**src/sv/b64d_pkg.sv**
```systemverilog
package b64d_pkg;

  // padding character of the encoding
  localparam logic [7:0] PAD_CHAR = 8'h3D;

  // sextet codes of the two symbol classes
  localparam logic [5:0] SEXTET_62 = 6'd62;
  localparam logic [5:0] SEXTET_63 = 6'd63;

  // sextets per group and decoded bytes per full group
  localparam int unsigned GROUP_LEN = 4;
  localparam int unsigned BYTES_PER_GROUP = 3;

  // lenient character to sextet mapping, unknown bytes give zero
  function automatic logic [5:0] sextet_of(input logic [7:0] c);
    logic [7:0] t;
    t = 8'd0;
    case (c) inside
      [8'h41:8'h5A]: t = c - 8'd65;   // upper case letters
      [8'h61:8'h7A]: t = c - 8'd71;   // lower case letters
      [8'h30:8'h39]: t = c + 8'd4;    // digits
      8'h2B, 8'h2D, 8'h2E: t = {2'b00, SEXTET_62};
      8'h2F, 8'h2C, 8'h5F: t = {2'b00, SEXTET_63};
      default: t = 8'd0;
    endcase
    return t[5:0];
  endfunction

endpackage

```
**src/sv/b64d_ifs.sv**
```systemverilog
// character channel
interface b64d_char_if;
  logic       valid;
  logic       ready;
  logic [7:0] in_char;
  logic       in_last;

  modport source (output valid, output in_char, output in_last, input ready);
  modport sink (input valid, input in_char, input in_last, output ready);
endinterface

// decoded byte channel
interface b64d_byte_if;
  logic       valid;
  logic       ready;
  logic [7:0] out_byte;
  logic       run_last;
  logic       msg_end;

  modport source (output valid, output out_byte, output run_last, output msg_end,
                  input ready);
  modport sink (input valid, input out_byte, input run_last, input msg_end,
                output ready);
endinterface

```
**src/sv/base64_stream_decoder.sv**
```systemverilog
// Streaming Base64 decoder with a lenient alphabet. One encoded character is
// taken per request on in_ch and decoded bytes leave one per request on
// out_ch. A character is registered on acceptance and decoded in the next
// cycle; the fourth character of a group (or the final character of a
// message) loads up to three bytes into a burst register that drains one
// byte a cycle while out_ch.ready is high, so the first byte passes through
// the input register and then the burst register. Characters that produce no
// byte pass without waiting for the burst register, so a continuous stream
// runs at one character per cycle while the input is not stalled.
// The input stalls only when a byte-producing character meets a burst that
// has not yet drained. run_last marks the last byte of one character's
// burst, msg_end the final byte of the message; a message that ends with a
// tail of one character produces no byte and so no msg_end.
module base64_stream_decoder (
  input  logic        clk,
  input  logic        rst_n,
  b64d_char_if.sink   in_ch,
  b64d_byte_if.source out_ch
);

  // input register
  logic       s1_valid_r;
  logic [7:0] s1_char_r;
  logic       s1_last_r;

  // group state
  logic [1:0]  group_pos_r, group_pos_nxt;
  logic [17:0] sextet_acc_r, sextet_acc_nxt;
  logic        third_pad_r, third_pad_nxt;

  // burst register
  logic        b_valid_r;
  logic [23:0] b_word_r;
  logic [1:0]  b_cnt_r;
  logic [1:0]  b_idx_r;
  logic        b_last_r;

  logic [5:0]  sextet;
  logic [23:0] full;
  logic [23:0] word;
  logic [1:0]  count;
  logic        is_pad;
  logic        b_final;
  logic        burst_free;
  logic        s1_take;
  logic        in_take;
  logic        out_take;

  // decode of the registered character
  always_comb begin
    sextet = b64d_pkg::sextet_of(s1_char_r);
    full   = {sextet_acc_r, sextet};
    is_pad = (s1_char_r == b64d_pkg::PAD_CHAR);
    word   = 24'd0;
    count  = 2'd0;
    if (group_pos_r == 2'd3) begin
      word = full;
      if (s1_last_r && is_pad) begin
        count = third_pad_r ? 2'd1 : 2'd2;
      end else begin
        count = 2'(b64d_pkg::BYTES_PER_GROUP);
      end
    end else if (s1_last_r) begin
      count = group_pos_r;
      case (group_pos_r)
        2'd1:    word = {full[11:0], 12'd0};
        2'd2:    word = {full[17:0], 6'd0};
        default: word = 24'd0;
      endcase
    end
  end

  // next group state
  always_comb begin
    group_pos_nxt  = group_pos_r;
    sextet_acc_nxt = sextet_acc_r;
    third_pad_nxt  = third_pad_r;
    if (s1_last_r || group_pos_r == 2'(b64d_pkg::GROUP_LEN - 1)) begin
      group_pos_nxt  = 2'd0;
      sextet_acc_nxt = 18'd0;
      third_pad_nxt  = 1'b0;
    end else begin
      if (group_pos_r == 2'd2) begin
        third_pad_nxt = is_pad;
      end
      sextet_acc_nxt = full[17:0];
      group_pos_nxt  = group_pos_r + 2'd1;
    end
  end

  // handshakes
  assign out_take   = b_valid_r && out_ch.ready;
  assign b_final    = (b_idx_r == b_cnt_r - 2'd1);
  assign burst_free = !b_valid_r || (out_take && b_final);
  assign s1_take    = s1_valid_r && ((count == 2'd0) || burst_free);
  assign in_ch.ready = !s1_valid_r || s1_take;
  assign in_take    = in_ch.valid && in_ch.ready;

  // output byte select
  always_comb begin
    case (b_idx_r)
      2'd0:    out_ch.out_byte = b_word_r[23:16];
      2'd1:    out_ch.out_byte = b_word_r[15:8];
      2'd2:    out_ch.out_byte = b_word_r[7:0];
      default: out_ch.out_byte = 8'd0;
    endcase
  end
  assign out_ch.valid    = b_valid_r;
  assign out_ch.run_last = b_final;
  assign out_ch.msg_end  = b_final && b_last_r;

  // control state
  always_ff @(posedge clk) begin
    if (!rst_n) begin
      s1_valid_r   <= 1'b0;
      b_valid_r    <= 1'b0;
      group_pos_r  <= 2'd0;
      sextet_acc_r <= 18'd0;
      third_pad_r  <= 1'b0;
      b_idx_r      <= 2'd0;
    end else begin
      if (in_take) begin
        s1_valid_r <= 1'b1;
      end else if (s1_take) begin
        s1_valid_r <= 1'b0;
      end
      if (s1_take) begin
        group_pos_r  <= group_pos_nxt;
        sextet_acc_r <= sextet_acc_nxt;
        third_pad_r  <= third_pad_nxt;
      end
      if (s1_take && count != 2'd0) begin
        b_valid_r <= 1'b1;
        b_idx_r   <= 2'd0;
      end else if (out_take) begin
        if (b_final) begin
          b_valid_r <= 1'b0;
        end
        b_idx_r <= b_idx_r + 2'd1;
      end
    end
  end

  // payload registers
  always_ff @(posedge clk) begin
    if (in_take) begin
      s1_char_r <= in_ch.in_char;
      s1_last_r <= in_ch.in_last;
    end
    if (s1_take && count != 2'd0) begin
      b_word_r <= word;
      b_cnt_r  <= count;
      b_last_r <= s1_last_r;
    end
  end

  // burst index stays inside the burst
  a_idx_in_burst: assert property (@(posedge clk) disable iff (!rst_n)
    b_valid_r |-> (b_cnt_r != 2'd0) && (b_idx_r < b_cnt_r))
    else $error("burst index out of range");

  // a final character leaves the group empty
  a_group_cleared: assert property (@(posedge clk) disable iff (!rst_n)
    (s1_take && s1_last_r) |=> (group_pos_r == 2'd0) && (sextet_acc_r == 18'd0))
    else $error("group not cleared after final character");

  // input stalls only behind a held character
  a_stall_cause: assert property (@(posedge clk) disable iff (!rst_n)
    !in_ch.ready |-> s1_valid_r && b_valid_r)
    else $error("input stalled without cause");

  // a burst is never overwritten while bytes remain
  a_no_overrun: assert property (@(posedge clk) disable iff (!rst_n)
    (b_valid_r && !(out_take && b_final)) |-> !(s1_take && count != 2'd0))
    else $error("burst overwritten");

  // an undrained burst keeps its byte
  a_burst_hold: assert property (@(posedge clk) disable iff (!rst_n)
    (b_valid_r && !out_ch.ready) |=> b_valid_r && $stable(b_idx_r))
    else $error("burst moved without a request");

endmodule
```
**src/flat_wrapper.sv**
```systemverilog
// flat-port wrapper written by rule: the top's interface ports become plain ports
module base64_stream_decoder_flat 
  (clk, rst_n, in_ch_valid, in_ch_in_char, in_ch_in_last, in_ch_ready, out_ch_valid, out_ch_out_byte, out_ch_run_last, out_ch_msg_end, out_ch_ready);
  b64d_char_if in_ch_i ();
  b64d_byte_if out_ch_i ();
  input  logic clk;
  input  logic rst_n;
  input wire logic [$bits(in_ch_i.valid)-1:0] in_ch_valid;
  input wire logic [$bits(in_ch_i.in_char)-1:0] in_ch_in_char;
  input wire logic [$bits(in_ch_i.in_last)-1:0] in_ch_in_last;
  output wire logic [$bits(in_ch_i.ready)-1:0] in_ch_ready;
  output wire logic [$bits(out_ch_i.valid)-1:0] out_ch_valid;
  output wire logic [$bits(out_ch_i.out_byte)-1:0] out_ch_out_byte;
  output wire logic [$bits(out_ch_i.run_last)-1:0] out_ch_run_last;
  output wire logic [$bits(out_ch_i.msg_end)-1:0] out_ch_msg_end;
  input wire logic [$bits(out_ch_i.ready)-1:0] out_ch_ready;
  assign in_ch_i.valid = in_ch_valid;
  assign in_ch_i.in_char = in_ch_in_char;
  assign in_ch_i.in_last = in_ch_in_last;
  assign in_ch_ready = in_ch_i.ready;
  assign out_ch_valid = out_ch_i.valid;
  assign out_ch_out_byte = out_ch_i.out_byte;
  assign out_ch_run_last = out_ch_i.run_last;
  assign out_ch_msg_end = out_ch_i.msg_end;
  assign out_ch_i.ready = out_ch_ready;
  base64_stream_decoder u_core (.clk(clk), .rst_n(rst_n), .in_ch(in_ch_i), .out_ch(out_ch_i));
endmodule
```
**config.mk**
```make
export PLATFORM = sky130hd
export DESIGN_NAME = base64_stream_decoder_flat
export DESIGN_NICKNAME = d
export VERILOG_FILES = /design/src/sv/b64d_pkg.sv /design/src/sv/b64d_ifs.sv /design/src/sv/base64_stream_decoder.sv /design/src/flat_wrapper.sv
export SDC_FILE = /design/constraint.sdc
export NUM_CORES = 1
export LEC_CHECK = 0
export BUFFER_PORTS_ARGS = -buffer_cell sky130_fd_sc_hd__clkbuf_2
export CORE_AREA = 2 2 89 91
export DETAILED_ROUTE_END_ITERATION = 7
export DIE_AREA = 0 0 91 93
export GPL_ROUTABILITY_DRIVEN = 0
export PLACE_DENSITY = 0.72
export RECOVER_POWER = 25
export SLEW_MARGIN = 15
export SYNTH_ARGS = -nofsm -noshare
export SYNTH_HDL_FRONTEND = slang
export SYNTH_SLANG_ARGS = --single-unit
```
**constraint.sdc**
```tcl
create_clock -name clk -period 3.1 [get_ports clk]
set_input_delay 0.62 -clock clk [delete_from_list [all_inputs] [get_ports clk]]
set_output_delay 0.62 -clock clk [all_outputs]
set_load 0.01 [all_outputs]
```
==> impl_metrics.py <==
metrics = {
    "run_status": {
        "status": "finished, final reports clean",
    },
    "detailed_routing": {
        "drt-total-wl_mm": 6.910,
        "wl_per_cell_um": 15.19,
        "ant_nets": 0,
        "first_iter_violations": 257,
        "drc": 0,
        "via_per_inst": 5.604,
        "dr_total_vias": 2550,
        "drt-pass1-iter-count": 5,
    },
    "synthesis": {
        "ys.flop_type": "edfxtp_1",
        "yosysSeqAreaShare_pct": 48.45,
        "netlist.area_leader.share_pct": 33.12,
        "postSynth.asyncResetShare_pct": 0,
        "ys_top_cells_by_area": "edfxtp_1 (33%), dfxtp_1 (15%), ha_1 (6.9%)",
        "synth-seq-cells": 61,
        "synth_enable_flop_cells": 36,
        "syn_area_sq_um": 3264,
        "synth_compound_area_share_pct": 20.28,
        "yosysTopAreaCell": "edfxtp_1",
        "synthXorXnorAreaFrac_pct": 1.878,
        "yosys.area_share.simple_pct": 16.86,
        "netlist_instances": 324,
        "avgSynthCellArea_sq_um": 10.08,
        "synthAdderAreaFrac_pct": 6.899,
        "ys.warnings.count": 0,
        "synth_mux_area_share_pct": 0.6516,
        "synth_cell_types": 54,
        "synth_top_family_by_area": "compound AO/OA/AOI/OAI gates",
        "synth.net_count": 355,
    },
    "timing": {
        "hold_viol": 0,
        "setup_violations": 0,
        "final.min_clock_period_ns": 2.859,
        "maxSlewViolCount": 0,
        "max_freq_mhz": 349.8,
        "setup_slack_ns": 0.2414,
        "fin_setup_tns_ns": 0,
        "slew_headroom_pct": 59.38,
        "skew_ns": 0.006498,
        "rsz0062_at_grt": "false",
        "tightest_slew_ns": 0.6029,
        "period_share_pct": 92.21,
    },
    "clocking": {
        "holdBufCountCts": 0,
        "htreeDepth": 3,
        "clock_latency_ns": 0.34,
        "cts_buffers": 9,
        "clkSinkCount": 61,
        "clk_pin_slew_worst_paths_ns": 0.07,
        "root_buffer": "clkbuf_8",
        "cts_tree": "built",
        "ctsResizeCount": 0,
        "cts_setup_buffers": 0,
        "cts_buffer_depth": 2,
    },
    "placement": {
        "place_hpwl_mm": 4.954,
        "port_buffers": 24,
        "pre_cts_slack_ns": 0.2670,
        "placed_cell_area_sq_um": 3453,
    },
    "grt": {
        "grt_pass1_vias": 2340,
        "grt_max_degree": 27,
        "grt_antenna_before_repair": 0,
        "gr-usage-all-layers_pct": 17.22,
        "gr-total-overflow": 0,
        "grt_pass1_wl_mm": 11.49,
    },
    "power": {
        "pwr-share-clk_pct": 43.3,
        "p_leak_uw": 0.001222,
        "power_frac_seq_pct": 49.8,
        "switchingPower_uw": 406.9,
        "p_int_uw": 1369,
        "p_sw_share_pct": 22.92,
        "combPwrFrac_pct": 6.9,
        "max-vdd-ir-drop_uv": 240.5,
        "powerDensity_nw_per_um2": 485.0,
    },
    "min_path": {
        "worstHoldPathType": "in2reg",
    },
    "die": {
        "coreArea_sq_um": 7527,
        "die_y_um": 93,
        "fp.dieArea_sq_um": 8463,
        "rows": 32,
        "die_w_um": 91,
        "start_util_pct": 43.37,
        "num_io_pins": 25,
    },
    "cells_and_area": {
        "stdcell_area_sq_um": 3661,
        "layout.nets": 379,
        "syn_to_final_growth_pct": 12.15,
        "post-route-util_pct": 48.64,
        "antenna_cells": 0,
        "drive_gt1_share_pct": 14.45,
    },
    "worst_setup_path": {
        "cp.required_ns": 3.17,
        "path_max_fanout": 13,
        "critPathCaptureType": "register",
        "critical_path_class": "reg2reg",
        "crit_arrival_ns": 2.93,
        "cp-start-kind": "register",
    },
    "job": {
        "maxCapViolCount": 0,
    },
}
==> through the flow <==
stage               hold slack [ns]  power (uW)  cells
global placement             0.4921        1020    439
finish                       0.4535        1776    455
detailed placement           0.5003        1023    439
CTS                          0.4360        1793    455
global route                 0.4328        1855    455
floorplan                    0.4688       986.6    324
==> synth_stat cells (all sizes together), types with 2 or more instances <==
cell type	n
a22oi	24
and2	3
nor2b	16
dfxtp	25
buf	8
a21boi	4
ha	18
o21ai	26
o211ai	2
nand3	13
a222oi	8
inv	12
xor2	2
a31oi	4
a21oi	10
nor2	22
nand2	33
edfxtp	36
xnor2	5
nor3	6
and3	3
or4	3
or3	2
nand2b	6
clkbuf	8
o31ai	3
==> logic make-up (layout without fill, tap and decap cells) <==
kind of cell	Yosys count	in the layout
adder cells (fa/ha/maj)	18	18
AND/OR/NAND/NOR	111	111
flip-flops	61	61
multiplexers	2	2
buffers and inverters	31	60
XOR/XNOR	7	7
AO/OA/AOI/OAI	94	94
==> power groups by stage <==
stage,Clock (uW),Sequential [uW],Combinational (uW)
after detailed placement,0,901,122
after global placement,0,900,120
after global routing,834,885,136
after CTS,787,883,123
after floorplan,0,897,89.3
final,769,883,123
==> worst max-delay path: stages (launching register included) <==
cell	delay (ns)
edfxtp_1	0.48
inv_1	0.18
ha_1	0.24
nand2b_1	0.12
a21oi_1	0.07
or4_1	0.75
o311ai_1	0.60
o31ai_1	0.15
==> worst paths after layout <==
kind / slack [ns] / depth (start not counted) / from / to
worst max register to register: 0.24 / 7 / u_core.s1_char_r[1] / u_core.b_word_r[8]
worst max-delay path: 0.24 / 7 / u_core.s1_char_r[1] / u_core.b_word_r[8]
worst min register to register: 0.51 / 2 / u_core.out_ch.valid / u_core.b_idx_r[1]
worst min-delay path: 0.45 / 1 / in_ch_in_char[6] / u_core.s1_char_r[6]
==> flip-flops by register name, indices dropped and copies added, names as in the netlist <==
| register | count |
|---|---|
| u_core.b_idx_r | 2 |
| u_core.b_word_r | 24 |
| u_core.s1_last_r | 1 |
| u_core.b_cnt_r | 2 |
| u_core.out_ch.valid | 1 |
| u_core.third_pad_r | 1 |
| u_core.s1_valid_r | 1 |
| u_core.group_pos_r | 2 |
| u_core.s1_char_r | 8 |
| u_core.sextet_acc_r | 18 |
| u_core.b_last_r | 1 |
==> placed cells by master (no fill, tap or decap), types with 2 or more instances in the layout <==
cell	Yosys	routed
a21oi_1	10	10
nand2b_1	5	5
dfxtp_1	25	25
nand2_1	33	33
or3_1	2	2
o211ai_1	2	2
clkbuf_2	0	23
xnor2_1	5	5
a22oi_1	24	24
and2_1	3	3
o21ai_0	20	20
clkbuf_8	0	9
nor2b_1	16	16
clkinvlp_4	0	2
nor2_1	22	21
clkbuf_1	8	4
o21ai_1	6	6
nand3_1	13	13
and3_1	3	3
inv_1	12	12
ha_1	18	18
xor2_1	2	2
nor3_1	6	6
buf_4	0	5
o31ai_1	3	3
edfxtp_1	36	36
a21boi_0	4	4
a31oi_1	3	3
a222oi_1	8	8
or4_1	2	2
bufinv_16	0	2
==> routing by layer <==
metal | GRT usage [%] | vias to the layer above | share of wire, %
li1 | - | 1248 | -
met1 | 22.76 | 1186 | 46
met2 | 27.47 | 108 | 47
met3 | 4.432 | 8 | 6.0
met4 | 6.187 | 0 | 1.0
met5 | 0 | - | 0
==> area by class of cell <==
| type | instances | area [sq um] |
|---|---|---|
| clock buffer | 10 | 127.6 |
| clock inverter | 6 | 88.84 |
| fill | 726 | 3866 |
| inverter | 13 | 48.80 |
| multi-input combinational | 232 | 1523 |
| sequential | 61 | 1582 |
| tap | 102 | 127.6 |
| timing repair buffer | 31 | 163.9 |
Power figures use the tool's default switching activity.
